<file path="config.mk">
export PLATFORM = sky130hd
export DESIGN_NAME = mips_subset_skip_executor
export DESIGN_NICKNAME = d
export VERILOG_FILES = /design/src/hw/rtl/mss_pkg.sv /design/src/hw/rtl/mss_ram.sv /design/src/hw/rtl/mss_exec.sv /design/src/hw/rtl/mips_subset_skip_executor.sv
export VERILOG_INCLUDE_DIRS = /design/src /design/src/hw/rtl
export SDC_FILE = /design/constraint.sdc
export NUM_CORES = 2
export LEC_CHECK = 0
export BUFFER_PORTS_ARGS = -buffer_cell sky130_fd_sc_hd__buf_2
export CORE_MARGIN = 1.5
export CORE_UTILIZATION = 44
export CTS_BUF_LIST = sky130_fd_sc_hd__clkbuf_16
export CTS_CLUSTER_DIAMETER = 150
export DETAILED_ROUTE_END_ITERATION = 10
export HOLD_SLACK_MARGIN = 0.06
export SYNTH_ARGS = -nofsm -noshare
export SYNTH_HDL_FRONTEND = slang
export SYNTH_SLANG_ARGS = --single-unit
export TNS_END_PERCENT = 10
</file>
<file path="constraint.sdc">
create_clock -name clk -period 24.1 [get_ports clk]
set_clock_uncertainty 0.1 [all_clocks]
set_input_delay 2.41 -clock clk [delete_from_list [all_inputs] [get_ports clk]]
set_output_delay 2.41 -clock clk [all_outputs]
set_load 0.02 [all_outputs]
</file>
<file path="src/hw/rtl/mips_subset_skip_executor_defines.svh">
// Assertion macros for the MIPS subset skip executor.
// Used by the top level; expects clk and rst in scope where expanded.
`ifndef MIPS_SUBSET_SKIP_EXECUTOR_DEFINES_SVH
`define MIPS_SUBSET_SKIP_EXECUTOR_DEFINES_SVH

// Same-cycle implication, disabled during reset
`define MSS_ASSERT_NOW(label, ante, cons, msg) \
  label: assert property (@(posedge clk) disable iff (rst) (ante) |-> (cons)) \
    else $error(msg);

// Next-cycle implication, disabled during reset
`define MSS_ASSERT_NEXT(label, ante, cons, msg) \
  label: assert property (@(posedge clk) disable iff (rst) (ante) |=> (cons)) \
    else $error(msg);

`endif

</file>
<file path="src/hw/rtl/mss_pkg.sv">
// Shared types and constants for the MIPS subset skip executor.
// No dependencies; used by mss_exec and the top level.
package mss_pkg;

  // Default data memory depth in words
  localparam int MEM_WORDS_DEFAULT = 32;

  // Command codes carried on tuser
  typedef enum logic [1:0] {
    CMD_EXEC     = 2'd0,
    CMD_PRELOAD  = 2'd1,
    CMD_READ_REG = 2'd2,
    CMD_READ_MEM = 2'd3
  } cmd_t;

  // Opcodes
  localparam logic [5:0] OP_RTYPE = 6'b000000;
  localparam logic [5:0] OP_J     = 6'b000010;
  localparam logic [5:0] OP_JAL   = 6'b000011;
  localparam logic [5:0] OP_BEQ   = 6'b000100;
  localparam logic [5:0] OP_LW    = 6'b100011;
  localparam logic [5:0] OP_SW    = 6'b101011;
  localparam logic [5:0] OP_HALT  = 6'b111111;

  // R-type function codes
  localparam logic [5:0] FN_ADDU = 6'b100001;
  localparam logic [5:0] FN_SUBU = 6'b100011;
  localparam logic [5:0] FN_AND  = 6'b100100;
  localparam logic [5:0] FN_OR   = 6'b100101;

  // Outcome of one item, carried from execute stage to output stage
  typedef struct packed {
    logic [31:0] data;         // read_data unless taken from memory
    logic        rd_mem;       // read_data comes from data memory
    logic        executed;
    logic        fault;
    logic        halt_seen;
    logic        wr_en;        // register file write pending
    logic        wr_from_mem;  // write value comes from data memory (LW)
    logic [4:0]  wr_addr;
    logic [31:0] wr_data;
  } res_t;

endpackage

</file>
<file path="src/hw/rtl/mss_ram.sv">
// Generic single-write, single-read RAM with registered read data.
// No dependencies; read returns the old word on a same-address write.
module mss_ram #(
  parameter int WIDTH = 32,
  parameter int DEPTH = 32,
  localparam int ADDR_W = $clog2(DEPTH)
) (
  input  logic              clk,
  input  logic              we,
  input  logic [ADDR_W-1:0] waddr,
  input  logic [WIDTH-1:0]  wdata,
  input  logic              re,
  input  logic [ADDR_W-1:0] raddr,
  output logic [WIDTH-1:0]  rdata
);

  logic [WIDTH-1:0] mem [DEPTH];

  // Write port and registered read port
  always_ff @(posedge clk) begin
    if (we) begin
      mem[waddr] <= wdata;
    end
    if (re) begin
      rdata <= mem[raddr];
    end
  end

endmodule

</file>
<file path="src/hw/rtl/mss_exec.sv">
// Execute-stage logic: decode, ALU, skip counters, memory request.
// Depends on mss_pkg; purely combinational.
module mss_exec #(
  parameter int MEM_WORDS = mss_pkg::MEM_WORDS_DEFAULT,
  localparam int ADDR_W = $clog2(MEM_WORDS)
) (
  input  mss_pkg::cmd_t     cmd,
  input  logic [31:0]       instr,
  input  logic [4:0]        index,
  input  logic [31:0]       write_data,
  input  logic [31:0]       a,
  input  logic [31:0]       b,
  input  logic [15:0]       bcnt,
  input  logic [24:0]       jcnt,
  output logic [15:0]       bcnt_next,
  output logic [24:0]       jcnt_next,
  output logic              mem_we,
  output logic [ADDR_W-1:0] mem_addr,
  output logic [31:0]       mem_wdata,
  output mss_pkg::res_t     res
);

  localparam logic [31:0] MemLimit = 32'(MEM_WORDS);

  logic [5:0]  op;
  logic [5:0]  fn;
  logic [4:0]  rt;
  logic [4:0]  rd;
  logic [31:0] simm;
  logic [31:0] sum_imm;
  logic [31:0] idx32;
  logic [31:0] alu;
  logic        addr_ok;
  logic        idx_ok;

  // Field decode
  assign op      = instr[31:26];
  assign rt      = instr[20:16];
  assign rd      = instr[15:11];
  assign fn      = instr[5:0];
  assign simm    = {{16{instr[15]}}, instr[15:0]};
  assign sum_imm = a + simm;
  assign idx32   = {27'd0, index};
  assign addr_ok = sum_imm < MemLimit;
  assign idx_ok  = idx32 < MemLimit;

  // R-type ALU; unknown function codes give NOR
  always_comb begin
    case (fn)
      mss_pkg::FN_ADDU: alu = a + b;
      mss_pkg::FN_SUBU: alu = a - b;
      mss_pkg::FN_AND:  alu = a & b;
      mss_pkg::FN_OR:   alu = a | b;
      default:          alu = ~(a | b);
    endcase
  end

  // Command handling and skip counters
  always_comb begin
    bcnt_next = bcnt;
    jcnt_next = jcnt;
    mem_we    = 1'b0;
    mem_addr  = idx32[ADDR_W-1:0];
    mem_wdata = write_data;
    res       = '0;
    case (cmd)
      mss_pkg::CMD_PRELOAD: begin
        if (idx_ok) mem_we = 1'b1;
        else        res.fault = 1'b1;
      end
      mss_pkg::CMD_READ_REG: begin
        res.data = a;
      end
      mss_pkg::CMD_READ_MEM: begin
        if (idx_ok) res.rd_mem = 1'b1;
        else        res.fault = 1'b1;
      end
      mss_pkg::CMD_EXEC: begin
        if (op == mss_pkg::OP_HALT) begin
          // halt leaves all state alone
          res.halt_seen = 1'b1;
          res.executed  = 1'b1;
        end else if (op == mss_pkg::OP_J || op == mss_pkg::OP_JAL) begin
          // jumps ignore the branch count
          if (jcnt != 25'd0) begin
            jcnt_next = jcnt - 25'd1;
          end else begin
            jcnt_next    = instr[25:1];
            res.executed = 1'b1;
          end
        end else if (bcnt != 16'd0) begin
          bcnt_next = bcnt - 16'd1;
        end else if (jcnt != 25'd0) begin
          jcnt_next = jcnt - 25'd1;
        end else begin
          case (op)
            mss_pkg::OP_RTYPE: begin
              res.wr_en    = (rd != 5'd0);
              res.wr_addr  = rd;
              res.wr_data  = alu;
              res.executed = 1'b1;
            end
            mss_pkg::OP_LW, mss_pkg::OP_SW: begin
              mem_addr = sum_imm[ADDR_W-1:0];
              if (!addr_ok) begin
                res.fault = 1'b1;
              end else begin
                res.executed = 1'b1;
                if (op == mss_pkg::OP_LW) begin
                  res.wr_en       = (rt != 5'd0);
                  res.wr_addr     = rt;
                  res.wr_from_mem = 1'b1;
                end else begin
                  mem_we    = 1'b1;
                  mem_wdata = b;
                end
              end
            end
            mss_pkg::OP_BEQ: begin
              if (a == b) bcnt_next = instr[15:0];
              res.executed = 1'b1;
            end
            default: begin
              // ADDIU and every other opcode
              res.wr_en    = (rt != 5'd0);
              res.wr_addr  = rt;
              res.wr_data  = sum_imm;
              res.executed = 1'b1;
            end
          endcase
        end
      end
      default: begin
      end
    endcase
  end

endmodule

</file>
<file path="src/hw/rtl/mips_subset_skip_executor.sv">
// MIPS subset skip executor. Takes one command per cycle (execute, preload
// memory word, read register, read memory word) while s_tready is high and
// returns exactly one result per command, in order. Sustained rate is one item
// per clock when the output is not stalled: a register stage holds the register
// file read data, an execute stage resolves the instruction and issues the data
// memory access, and an output stage holds the result and retires the register
// write. Both the register file and the data memory have registered reads;
// results still pending in the output stage are forwarded. After reset the
// data memory is cleared one word per cycle, so s_tready stays low until every
// word has been cleared.
// Depends on mss_pkg, mss_ram, mss_exec and the assertion macro header.
`include "mips_subset_skip_executor_defines.svh"

module mips_subset_skip_executor #(
  parameter int MEM_WORDS = mss_pkg::MEM_WORDS_DEFAULT,
  localparam int ADDR_W = $clog2(MEM_WORDS)
) (
  input  logic        clk,
  input  logic        rst,
  // tdata: instruction[31:0], index[36:32], write_data[68:37], zero[71:69]
  input  logic [71:0] s_tdata,
  // tuser: command[1:0]
  input  logic [1:0]  s_tuser,
  input  logic        s_tvalid,
  output logic        s_tready,
  // tdata: read_data[31:0], executed[32], fault[33], halt_seen[34], zero[39:35]
  output logic [39:0] m_tdata,
  output logic        m_tvalid,
  input  logic        m_tready
);

  localparam logic [ADDR_W-1:0] LastAddr = ADDR_W'(MEM_WORDS - 1);

  // Handshake
  logic s_fire;
  logic s1_adv;
  logic s1_fire;
  logic m_fire;

  // Clearing pass
  logic              clearing;
  logic [ADDR_W-1:0] clr_cnt;

  // Register stage
  logic               s1_valid;
  mss_pkg::cmd_t      s1_cmd;
  logic [31:0]        s1_instr;
  logic [4:0]         s1_index;
  logic [31:0]        s1_wdata;
  logic [4:0]         s1_ra;
  logic [4:0]         s1_rb;
  logic               s1_ra_vld;
  logic               s1_rb_vld;

  // Output stage
  logic               s2_valid;
  mss_pkg::res_t      s2;
  logic [31:0]        s2_wval;

  // Register file
  logic [31:0] reg_vld;
  logic [4:0]  ra_in;
  logic [4:0]  rb_in;
  logic [31:0] ra_q;
  logic [31:0] rb_q;
  logic        rf_we;
  logic        lw_valid;
  logic [4:0]  lw_addr;
  logic [31:0] lw_data;
  logic [31:0] op_a;
  logic [31:0] op_b;

  // Skip counters
  logic [15:0] bcnt;
  logic [24:0] jcnt;
  logic [15:0] bcnt_next;
  logic [24:0] jcnt_next;

  // Data memory
  logic              ex_mem_we;
  logic [ADDR_W-1:0] ex_mem_addr;
  logic [31:0]       ex_mem_wdata;
  logic              dm_we;
  logic [ADDR_W-1:0] dm_waddr;
  logic [31:0]       dm_wdata;
  logic [31:0]       dm_q;
  mss_pkg::res_t     ex_res;

  // Pipeline flow
  assign m_fire   = m_tvalid && m_tready;
  assign s1_adv   = !s2_valid || m_tready;
  assign s1_fire  = s1_valid && s1_adv;
  assign s_tready = !clearing && (!s1_valid || s1_adv);
  assign s_fire   = s_tvalid && s_tready;

  always_ff @(posedge clk) begin
    if (rst) begin
      s1_valid <= 1'b0;
      s2_valid <= 1'b0;
    end else begin
      if (s_fire)       s1_valid <= 1'b1;
      else if (s1_fire) s1_valid <= 1'b0;
      if (s1_fire)      s2_valid <= 1'b1;
      else if (m_fire)  s2_valid <= 1'b0;
    end
  end

  // Data memory clearing pass after reset
  always_ff @(posedge clk) begin
    if (rst) begin
      clearing <= 1'b1;
      clr_cnt  <= '0;
    end else if (clearing) begin
      if (clr_cnt == LastAddr) clearing <= 1'b0;
      else                     clr_cnt  <= clr_cnt + ADDR_W'(1);
    end
  end

  // Register file read addresses, sampled on input transfer
  assign ra_in = (mss_pkg::cmd_t'(s_tuser) == mss_pkg::CMD_EXEC) ? s_tdata[25:21]
                                                                  : s_tdata[36:32];
  assign rb_in = s_tdata[20:16];

  always_ff @(posedge clk) begin
    if (s_fire) begin
      s1_cmd    <= mss_pkg::cmd_t'(s_tuser);
      s1_instr  <= s_tdata[31:0];
      s1_index  <= s_tdata[36:32];
      s1_wdata  <= s_tdata[68:37];
      s1_ra     <= ra_in;
      s1_rb     <= rb_in;
      s1_ra_vld <= reg_vld[ra_in];
      s1_rb_vld <= reg_vld[rb_in];
    end
  end

  // Register file: two copies give two read ports
  assign s2_wval = s2.wr_from_mem ? dm_q : s2.wr_data;
  assign rf_we   = m_fire && s2.wr_en;

  mss_ram #(.WIDTH(32), .DEPTH(32)) u_rf_a (
    .clk   (clk),
    .we    (rf_we),
    .waddr (s2.wr_addr),
    .wdata (s2_wval),
    .re    (s_fire),
    .raddr (ra_in),
    .rdata (ra_q)
  );

  mss_ram #(.WIDTH(32), .DEPTH(32)) u_rf_b (
    .clk   (clk),
    .we    (rf_we),
    .waddr (s2.wr_addr),
    .wdata (s2_wval),
    .re    (s_fire),
    .raddr (rb_in),
    .rdata (rb_q)
  );

  // Written flags and last write, covering a write on the read edge
  always_ff @(posedge clk) begin
    if (rst) begin
      reg_vld  <= '0;
      lw_valid <= 1'b0;
    end else if (rf_we) begin
      reg_vld[s2.wr_addr] <= 1'b1;
      lw_valid            <= 1'b1;
    end
  end

  always_ff @(posedge clk) begin
    if (rf_we) begin
      lw_addr <= s2.wr_addr;
      lw_data <= s2_wval;
    end
  end

  // Operand forwarding: pending output-stage write, then last write
  always_comb begin
    if (s2_valid && s2.wr_en && s2.wr_addr == s1_ra) op_a = s2_wval;
    else if (lw_valid && lw_addr == s1_ra)            op_a = lw_data;
    else if (s1_ra_vld)                               op_a = ra_q;
    else                                              op_a = 32'd0;
    if (s2_valid && s2.wr_en && s2.wr_addr == s1_rb) op_b = s2_wval;
    else if (lw_valid && lw_addr == s1_rb)            op_b = lw_data;
    else if (s1_rb_vld)                               op_b = rb_q;
    else                                              op_b = 32'd0;
  end

  // Execute stage
  mss_exec #(.MEM_WORDS(MEM_WORDS)) u_exec (
    .cmd        (s1_cmd),
    .instr      (s1_instr),
    .index      (s1_index),
    .write_data (s1_wdata),
    .a          (op_a),
    .b          (op_b),
    .bcnt       (bcnt),
    .jcnt       (jcnt),
    .bcnt_next  (bcnt_next),
    .jcnt_next  (jcnt_next),
    .mem_we     (ex_mem_we),
    .mem_addr   (ex_mem_addr),
    .mem_wdata  (ex_mem_wdata),
    .res        (ex_res)
  );

  // Skip counters advance once per item
  always_ff @(posedge clk) begin
    if (rst) begin
      bcnt <= '0;
      jcnt <= '0;
    end else if (s1_fire) begin
      bcnt <= bcnt_next;
      jcnt <= jcnt_next;
    end
  end

  // Data memory: clearing pass shares the write port
  assign dm_we    = clearing || (s1_fire && ex_mem_we);
  assign dm_waddr = clearing ? clr_cnt : ex_mem_addr;
  assign dm_wdata = clearing ? 32'd0 : ex_mem_wdata;

  mss_ram #(.WIDTH(32), .DEPTH(MEM_WORDS)) u_dmem (
    .clk   (clk),
    .we    (dm_we),
    .waddr (dm_waddr),
    .wdata (dm_wdata),
    .re    (s1_fire),
    .raddr (ex_mem_addr),
    .rdata (dm_q)
  );

  // Output stage register
  always_ff @(posedge clk) begin
    if (s1_fire) begin
      s2 <= ex_res;
    end
  end

  assign m_tvalid = s2_valid;
  assign m_tdata  = {5'd0, s2.halt_seen, s2.fault, s2.executed,
                     (s2.rd_mem ? dm_q : s2.data)};

  // Checks
  `MSS_ASSERT_NOW(a_no_r0_write, s2_valid && s2.wr_en, s2.wr_addr != 5'd0, "write to r0 pending")
  `MSS_ASSERT_NOW(a_exec_xor_fault, m_tvalid, !(m_tdata[32] && m_tdata[33]), "executed with fault")
  `MSS_ASSERT_NOW(a_exec_no_data, m_tvalid && (m_tdata[32] || m_tdata[34]), m_tdata[31:0] == 32'd0, "read_data set for execute")
  `MSS_ASSERT_NEXT(a_halt_keeps_counts, s1_fire && ex_res.halt_seen, $stable(bcnt) && $stable(jcnt), "halt changed skip counts")
  `MSS_ASSERT_NOW(a_no_accept_clearing, clearing, !s_fire && !s1_valid, "item taken during clearing")

endmodule

</file>
# Yosys cells after proc, flatten, opt, wreduce, memory -nomap -nowiden
# Memories as Yosys holds them, arrays and structs flattened. A register that Yosys moved wholly into a read port is not among the register bits.
# Index checks and enable logic that the tools add are counted.
# word_totals
ff_bits,277
mem_bits_rw,3072
output_inout_bits,42
wordCells,190
n_memories,3
# mem_list
name,depth,width,read_ports,rd_clocked_by_memory_dff,wr,line_no,text
u_dmem.mem,32,32,1,1,1,mss_ram.sv:17,logic [WIDTH-1:0] mem [DEPTH];
u_rf_a.mem,32,32,1,1,1,mss_ram.sv:17,
u_rf_b.mem,32,32,1,1,1,mss_ram.sv:17,
# classes
n_addsub,6
magnitude_cmp,6
n_eq_ne,21
muxes,78
bitwise,10
n_reduce_logical,39
# ops
cell,count
$mux W32,17
$pmux W32 S4,1
$mux W25,4
$add A32 B32 Y32,2
$mux W16,4
$or A32 B32 Y32,2
$pmux W32 S2,1
$eq A6 B6 Y1 const B,7
$mux W5,8
$and A32 B32 Y32,1
$eq A32 B32 Y1,1
$lt A32 B6 Y1 const B,1
$mux W1,32
$not A32 Y32,1
$sub A32 B32 Y32,1
$reduce_bool A25 Y1,1
$sub A25 B1 Y25 const B,1
$lt A5 B6 Y1 const B,4
$eq A5 B5 Y1,4
$reduce_bool A16 Y1,1
$sub A16 B1 Y16 const B,1
$pmux W5 S3,1
$mux W7,2
$eq A6 B2 Y1 const B,2
28 further kinds,60

# Longest topological paths before layout
# logic_depth
word_depth,17
mapped_depth,25
mapped_depth_nobuf,21

# Cells and area by module
# Synthesis repeated with hierarchy kept, for this count alone.
# unflattened
hier_cells,9386
hier_area_um2,144168.3
# modules_own_cells
mod,instances,cells_per_inst,area_each_um2
mss_ram (u_dmem ...),2,2260,40812.9
mss_ram (u_rf_b),1,2260,40811.6
mips_subset_skip_executor,1,1095,12019.0
mss_exec,1,1511,9711.8

# Least setup slack after synthesis
# OpenSTA, ideal clock, no wires.
# synth_path
path_type,register to register
startpoint,reg lw_addr[3]
endpoint,"mem u_dmem.mem[14][0], enable pin"
setup_ns,0.470
arrival_ns,7.467
slack_ns,16.063
path_stages_with_launch,25
period_less_slack_ns,8.037
cell_sequence,edfxtp_1 > xor2_1 > nor4_1 > and3_1 > clkbuf_1 > clkbuf_1 > nand2_1 > o211ai_1 > o21ai_0 > inv_1 > ha_1 > inv_1 > fa_1 > nand2b_1 > a21o_1 > a2111oi_0 > o21ai_0 > a2111oi_0 > o211ai_1 > nor4b_1 > nand4_1 > nor3_2 > o21ai_1 > buf_2 > a211oi_1
# synth_via
elab_chain_cells,17
word_cells_on_any_way,24
classes_between,add/sub: 1; order compare: 1; eq/ne: 1; mux: 18; reduce/logical: 3
# synth_rtl
element,line_no,text
start: declaration,mips_subset_skip_executor.sv:68,logic [4:0] lw_addr;
start signal: assignment,mips_subset_skip_executor.sv:174,lw_addr <= s2.wr_addr;
$eq A5 B5 Y1 (*),mips_subset_skip_executor.sv:182,else if (lw_valid && lw_addr == s1_ra) op_a = lw_data;
$logic_and A1 B1 Y1 (*),mips_subset_skip_executor.sv:182,
$mux W32 (*),mips_subset_skip_executor.sv:182,
$mux W32 (*),mips_subset_skip_executor.sv:181,if (s2_valid && s2.wr_en && s2.wr_addr == s1_ra) op_a = s2_wval;
via op_a[0],mips_subset_skip_executor.sv:70,logic [31:0] op_a;
$add A32 B32 Y32 (*),mss_exec.sv:42,assign sum_imm = a + simm;
$lt A32 B6 Y1,mss_exec.sv:44,assign addr_ok = sum_imm < MemLimit;
$mux W1,mss_exec.sv:105,if (!addr_ok) begin
[2 not listed],n/a,
$mux W1,mss_exec.sv:91,end else if (bcnt != 16'd0) begin
$mux W1,mss_exec.sv:83,end else if (op == mss_pkg::OP_J || op == mss_pkg::OP_JAL) begin
$mux W1,mss_exec.sv:79,if (op == mss_pkg::OP_HALT) begin
$pmux W1 S2,mss_exec.sv:66,case (cmd)
$logic_and A1 B1 Y1,mips_subset_skip_executor.sv:221,assign dm_we = clearing || (s1_fire && ex_mem_we);
$logic_or A1 B1 Y1,mips_subset_skip_executor.sv:221,
$mux W1,mss_ram.sv:21,if (we) begin
$mux W1 (not written as such),mss_ram.sv:22,mem[waddr] <= wdata;
end: declaration,mss_ram.sv:17,
# The timed path passes the listed nets; every way through them passes the cells marked *.

# Final worst setup path
# layout_path
startpoint,reg s2[35] in the netlist's numbering
endpoint,"mem u_dmem.mem[24][19], enable pin"
# layout_via
elab_chain_cells,16
word_cells_on_any_way,23
classes_between,add/sub: 1; order compare: 1; eq/ne: 1; mux: 17; reduce/logical: 3
# layout_rtl
element,line_no,text
start: declaration,mips_subset_skip_executor.sv:57,mss_pkg::res_t s2;
start signal: assignment,mips_subset_skip_executor.sv:238,s2 <= ex_res;
$eq A5 B5 Y1,mips_subset_skip_executor.sv:181,
$logic_and A1 B1 Y1,mips_subset_skip_executor.sv:181,
$mux W32,mips_subset_skip_executor.sv:181,
via op_a[10],mips_subset_skip_executor.sv:70,
$add A32 B32 Y32,mss_exec.sv:42,
$lt A32 B6 Y1,mss_exec.sv:44,
$mux W1,mss_exec.sv:105,
$mux W1,mss_exec.sv:96,case (op)
$mux W1,mss_exec.sv:93,end else if (jcnt != 25'd0) begin
$mux W1,mss_exec.sv:91,
$mux W1,mss_exec.sv:83,
$mux W1,mss_exec.sv:79,
$pmux W1 S2,mss_exec.sv:66,
$logic_and A1 B1 Y1,mips_subset_skip_executor.sv:221,
$logic_or A1 B1 Y1,mips_subset_skip_executor.sv:221,
$mux W1,mss_ram.sv:21,
$mux W1 (not written as such),mss_ram.sv:22,
# The timed path passes the listed nets, and every way through them passes these cells.

==> reports/metrics.sh <==
FINALCRITICALPERIOD_PS=9450
DETAIL_ROUTE.FIRST_PASS.ITERATIONS=8
DRT_FIRST_ITER_VIOLATIONS=10074
SYNTHDOMINANTAREACELLTYPE='edfxtp_1'
REG2REG_TO='u_dmem.mem[24][19]'
DOMINANTREGCELLSYNTH='edfxtp_1'
POWER_LEAKAGE_nW=43.5
MAXUSEDROUTINGLAYER='met5'
SYNTH.DISTINCT_CELLS=93
GRT_FIRST_PASS_WIRELENGTH_MM=518
MET3WIRELENGTH_MM=31.8
RSZ0062_AT_GRT='no'
INITIAL_CORE_UTIL_PCT=44.2
SYNTHCELLS=9206
WORST-PATH-MAX-FANOUT=64
MET1_LENGTH_MM=143
SYN_AVG_CELL_AREA_UM2=12.2
TIMING.FINAL.MAX_SLEW_VIOLATIONS=0
ANT_NETS=0
GRT_START_MAX_NET_PINS=183
TRACK_USAGE_PCT=27.4
WL_MM=361
DIE_AREA_MM2=0.258
FF2FF_PATH_DEPTH=20
PLACE_CONGESTION=0.943
PIN_COUNT=120
DIE-WIDTH_UM=508
POSTSYNTH.ASYNCRESETSHARE_PCT=0
TIMING.CRITICAL_PATH.DEPTH=20
CTS_RESIZED=0
CRIT_PATH_CELL_TRACE='xor2_1 -> nor4_4 -> nand4_4 -> buf_4 -> o21ai_0 -> inv_1 -> ha_1 -> o21ai_0 -> a2bb2oi_1 -> a2111oi_0 -> o21ai_0 -> a2111oi_0 -> o211ai_1 -> nor4b_1 -> nand4_1 -> or2_1 -> buf_4 -> or3_1 -> a21oi_4 -> buf_4'
YS_TOP_CELLS_BY_COUNT='nand2_1, edfxtp_1, nand3_1'
POSTLAYOUTCELLAREA_MM2=0.125
INSERTED_CLOCK_BUFFERS=241
PLACED_AREA_MM2=0.117
POST-CTS-SETUP-BUFFER-COUNT=0
IO_BUFFERS=111
SYNTH_SEQ_CELLS=2416
SYN-CELL-AREA_MM2=0.112
TIMING.MAX_SLEW.REL_SLACK_PCT=21.8
CRITPATHSLOWESTCELL='o21ai_0'
POST-DP-HPWL_MM=210
POST_SYNTH_MAIN_AREA_CONTRIBUTORS='edfxtp_1, nand2_1, mux4_2'
CP_ARRIVAL_PS=9850
TIMING.FMAX_GHz=0.106
FINAL_LAYOUT_SIZE_SUFFIX_GT1_SHARE_PCT=13.5
TIMING.FINAL.SETUP_VIOLATIONS=0
CLOCK_SINKS=2416
POST-ROUTE-DRC-COUNT=0
CRITICAL_PATH.ENDPOINT='u_dmem.mem[24][19]'
TIMING_WORST_SLEW_PIN_VALUE_PS=1170
RUN_STATUS='finished clean'
ENDPOINT_KIND='register'
DIE_HEIGHT_UM=508
LAYOUT.NETS=9337
POST_CTS_HOLD_BUFFER_COUNT=0
AREA_OVERHEAD_VS_SYNTH_PCT=11.5
TIMING.REG2REG.SETUP_SLACK_PS=14650
CTS-ROOT-BUF='clkbuf_16'
VIAS_AFTER_DETAILED_ROUTING=78230
FINALSETUPTNS_PS=0
VIAS_IN_THE_FIRST_GLOBAL_ROUTE=75028
CTS-ROOT-TO-SINK-BUFFERS=3
GLOBALROUTE.TOTALOVERFLOW=0
REGTOREGSTARTPOINT='s2[35]'
CLOCK_INSERTION_DELAY_WORST_SKEW_PS=940
CORE_REGION_AREA_MM2=0.254
CRIT_PATH_START_KIND='register'
CP.BUFFERS_INVERTERS=4
H-TREE-DEPTH=4
LAYOUT.FILLER_CELLS=21854
POST-SYNTH-TOP-AREA-FRACTION_PCT=62.5
WORST_PATH_LARGEST_CELL_DELAY_PS=900
MAX-VDD-IR-DROP_V=0.0000884
HOLD_PATH_CLASS='reg2reg'
SETUP.WORST_PATH.START='s2[35]'
MAX_CAP_VIOLATIONS=0
ANTENNA_FOUND_INITIAL=21
YOSYSWARNINGCOUNT=0
SYNTH_SEQ_AREA_SHARE_PCT=63.9
WL_PER_CELL_UM=28.4
TRITONCTS='built'
CELL_ROW_COUNT=185
WORSTPATHREQUIRED_PS=24510
CTS.REPORTEDPATHS.CLKPINSLEW_PS=60
FINAL-HOLD-VIOLATION-COUNT=0
POWER_DENSITY_CELLS_mW_PER_MM2=70.3
VIASPERCELL=6.16
CRITPATHKIND='reg2reg'
COUNT_OF_FLIP_FLOPS_WITH_A_BUILT_IN_ENABLE_AFTER_SYNTHESIS=2334
FIN_CRIT_SH_PCT=39.2
ROUTE.MET2.WL_MM=169
CELL_FAMILY_CONTRIBUTING_THE_MOST_DELAY_ON_THE_CRITICAL_PATH='compound AO/OA/AOI/OAI gates'
SYNTHMOSTINSTANTIATEDCELL='nand2_1'
## where the power goes
| part | switching [W] | internal [W] |
|---|---|---|
| sequential | 0.00000486 | 0.00456 |
| combinational | 0.000264 | 0.000140 |
| clock | 0.00168 | 0.00215 |
| total | 0.00195 | 0.00685 |
## sequential cells by signal (all words and copies together), names as in the netlist, 5 cells and up
register	count
jcnt	25
s1_ra	5
u_rf_a.rdata	32
clr_cnt	5
s1_wdata	32
u_rf_b.mem	320
u_rf_b.rdata	32
bcnt	16
u_dmem.mem	1024
u_rf_a.mem	704
s1_instr	32
lw_data	32
u_dmem.rdata	32
reg_vld	32
s1_index	5
s2	72
lw_addr	5
## per-stage QoR
stage                     std cells  utilization, %  hold WS [ps]  total power [W]  setup WS, ps
final                         12706            49.3           378          0.00880         14650
after CTS                     12700            49.3           382          0.00884         14820
after global placement        12248            46.1           350          0.00505         14920
after detailed placement      12248            46.1           374          0.00506         14900
after global routing          12701            49.3           402          0.00903         14610
after floorplan                9210               -           321          0.00492         16060
## tightest hold or removal path, delay by kind of cell (launching register included)
kind	cells	cell delay, ps
compound gates	1	50
flops	1	320
simple gates	1	60
## layout make-up
class                   count  area, um2  share of cell area (%)
flip-flops and latches   2416      71700                    57.3
multi-input cells        6010      38300                    30.6
clock buffers             241       6030                    4.82
well taps                3366       4210                    3.36
repair buffers            326       2320                    1.86
clock inverters           211       2090                    1.67
inverters                 130        507                   0.405
diodes                      6       15.0                  0.0120
## cells by family after synthesis
logic type,count (synthesis),synth area share (%)
fa+ha+maj,134,1.51
xor+xnor,71,0.554
compound gates,1236,7.41
flops,2416,63.9
other cells,1,0.00334
mux,488,8.16
simple gates,4076,15.6
buf+inv,784,2.85
## metal layers
metal,vias up,GRT usage (%)
met3,792,4.33
li1,34160,-
met5,-,0
met1,39373,37.0
met4,2,12.4
met2,3903,43.7
## placed cells by master, fill, tap and decap left out, types with 99 or more instances in the layout
| cell | synthesis | routed |
|---|---|---|
| edfxtp_1 | 2334 | 2334 |
| mux2_2 | 101 | 99 |
| inv_1 | 128 | 181 |
| a31oi_1 | 138 | 138 |
| o21ai_0 | 181 | 181 |
| buf_2 | 117 | 107 |
| a21oi_1 | 313 | 264 |
| nand2_1 | 2387 | 2387 |
| ha_1 | 131 | 131 |
| and3_1 | 137 | 135 |
| mux4_2 | 330 | 330 |
| nand3_1 | 949 | 949 |
| buf_4 | 14 | 206 |
| nor2_1 | 377 | 340 |
| clkbuf_16 | 0 | 241 |
| a311oi_1 | 168 | 168 |
## worst min path at each step
stage	slack (ps)	startpoint	endpoint	cells after the start
after floorplan	320	s2[34]	lw_addr[2]	0
after global placement	350	bcnt[14]	bcnt[14]	2
after detailed placement	370	bcnt[14]	bcnt[14]	2
after CTS	380	bcnt[14]	bcnt[14]	2
after global routing	400	bcnt[14]	bcnt[14]	2
final	380	bcnt[14]	bcnt[14]	2
(Power assumes the default switching activity.)
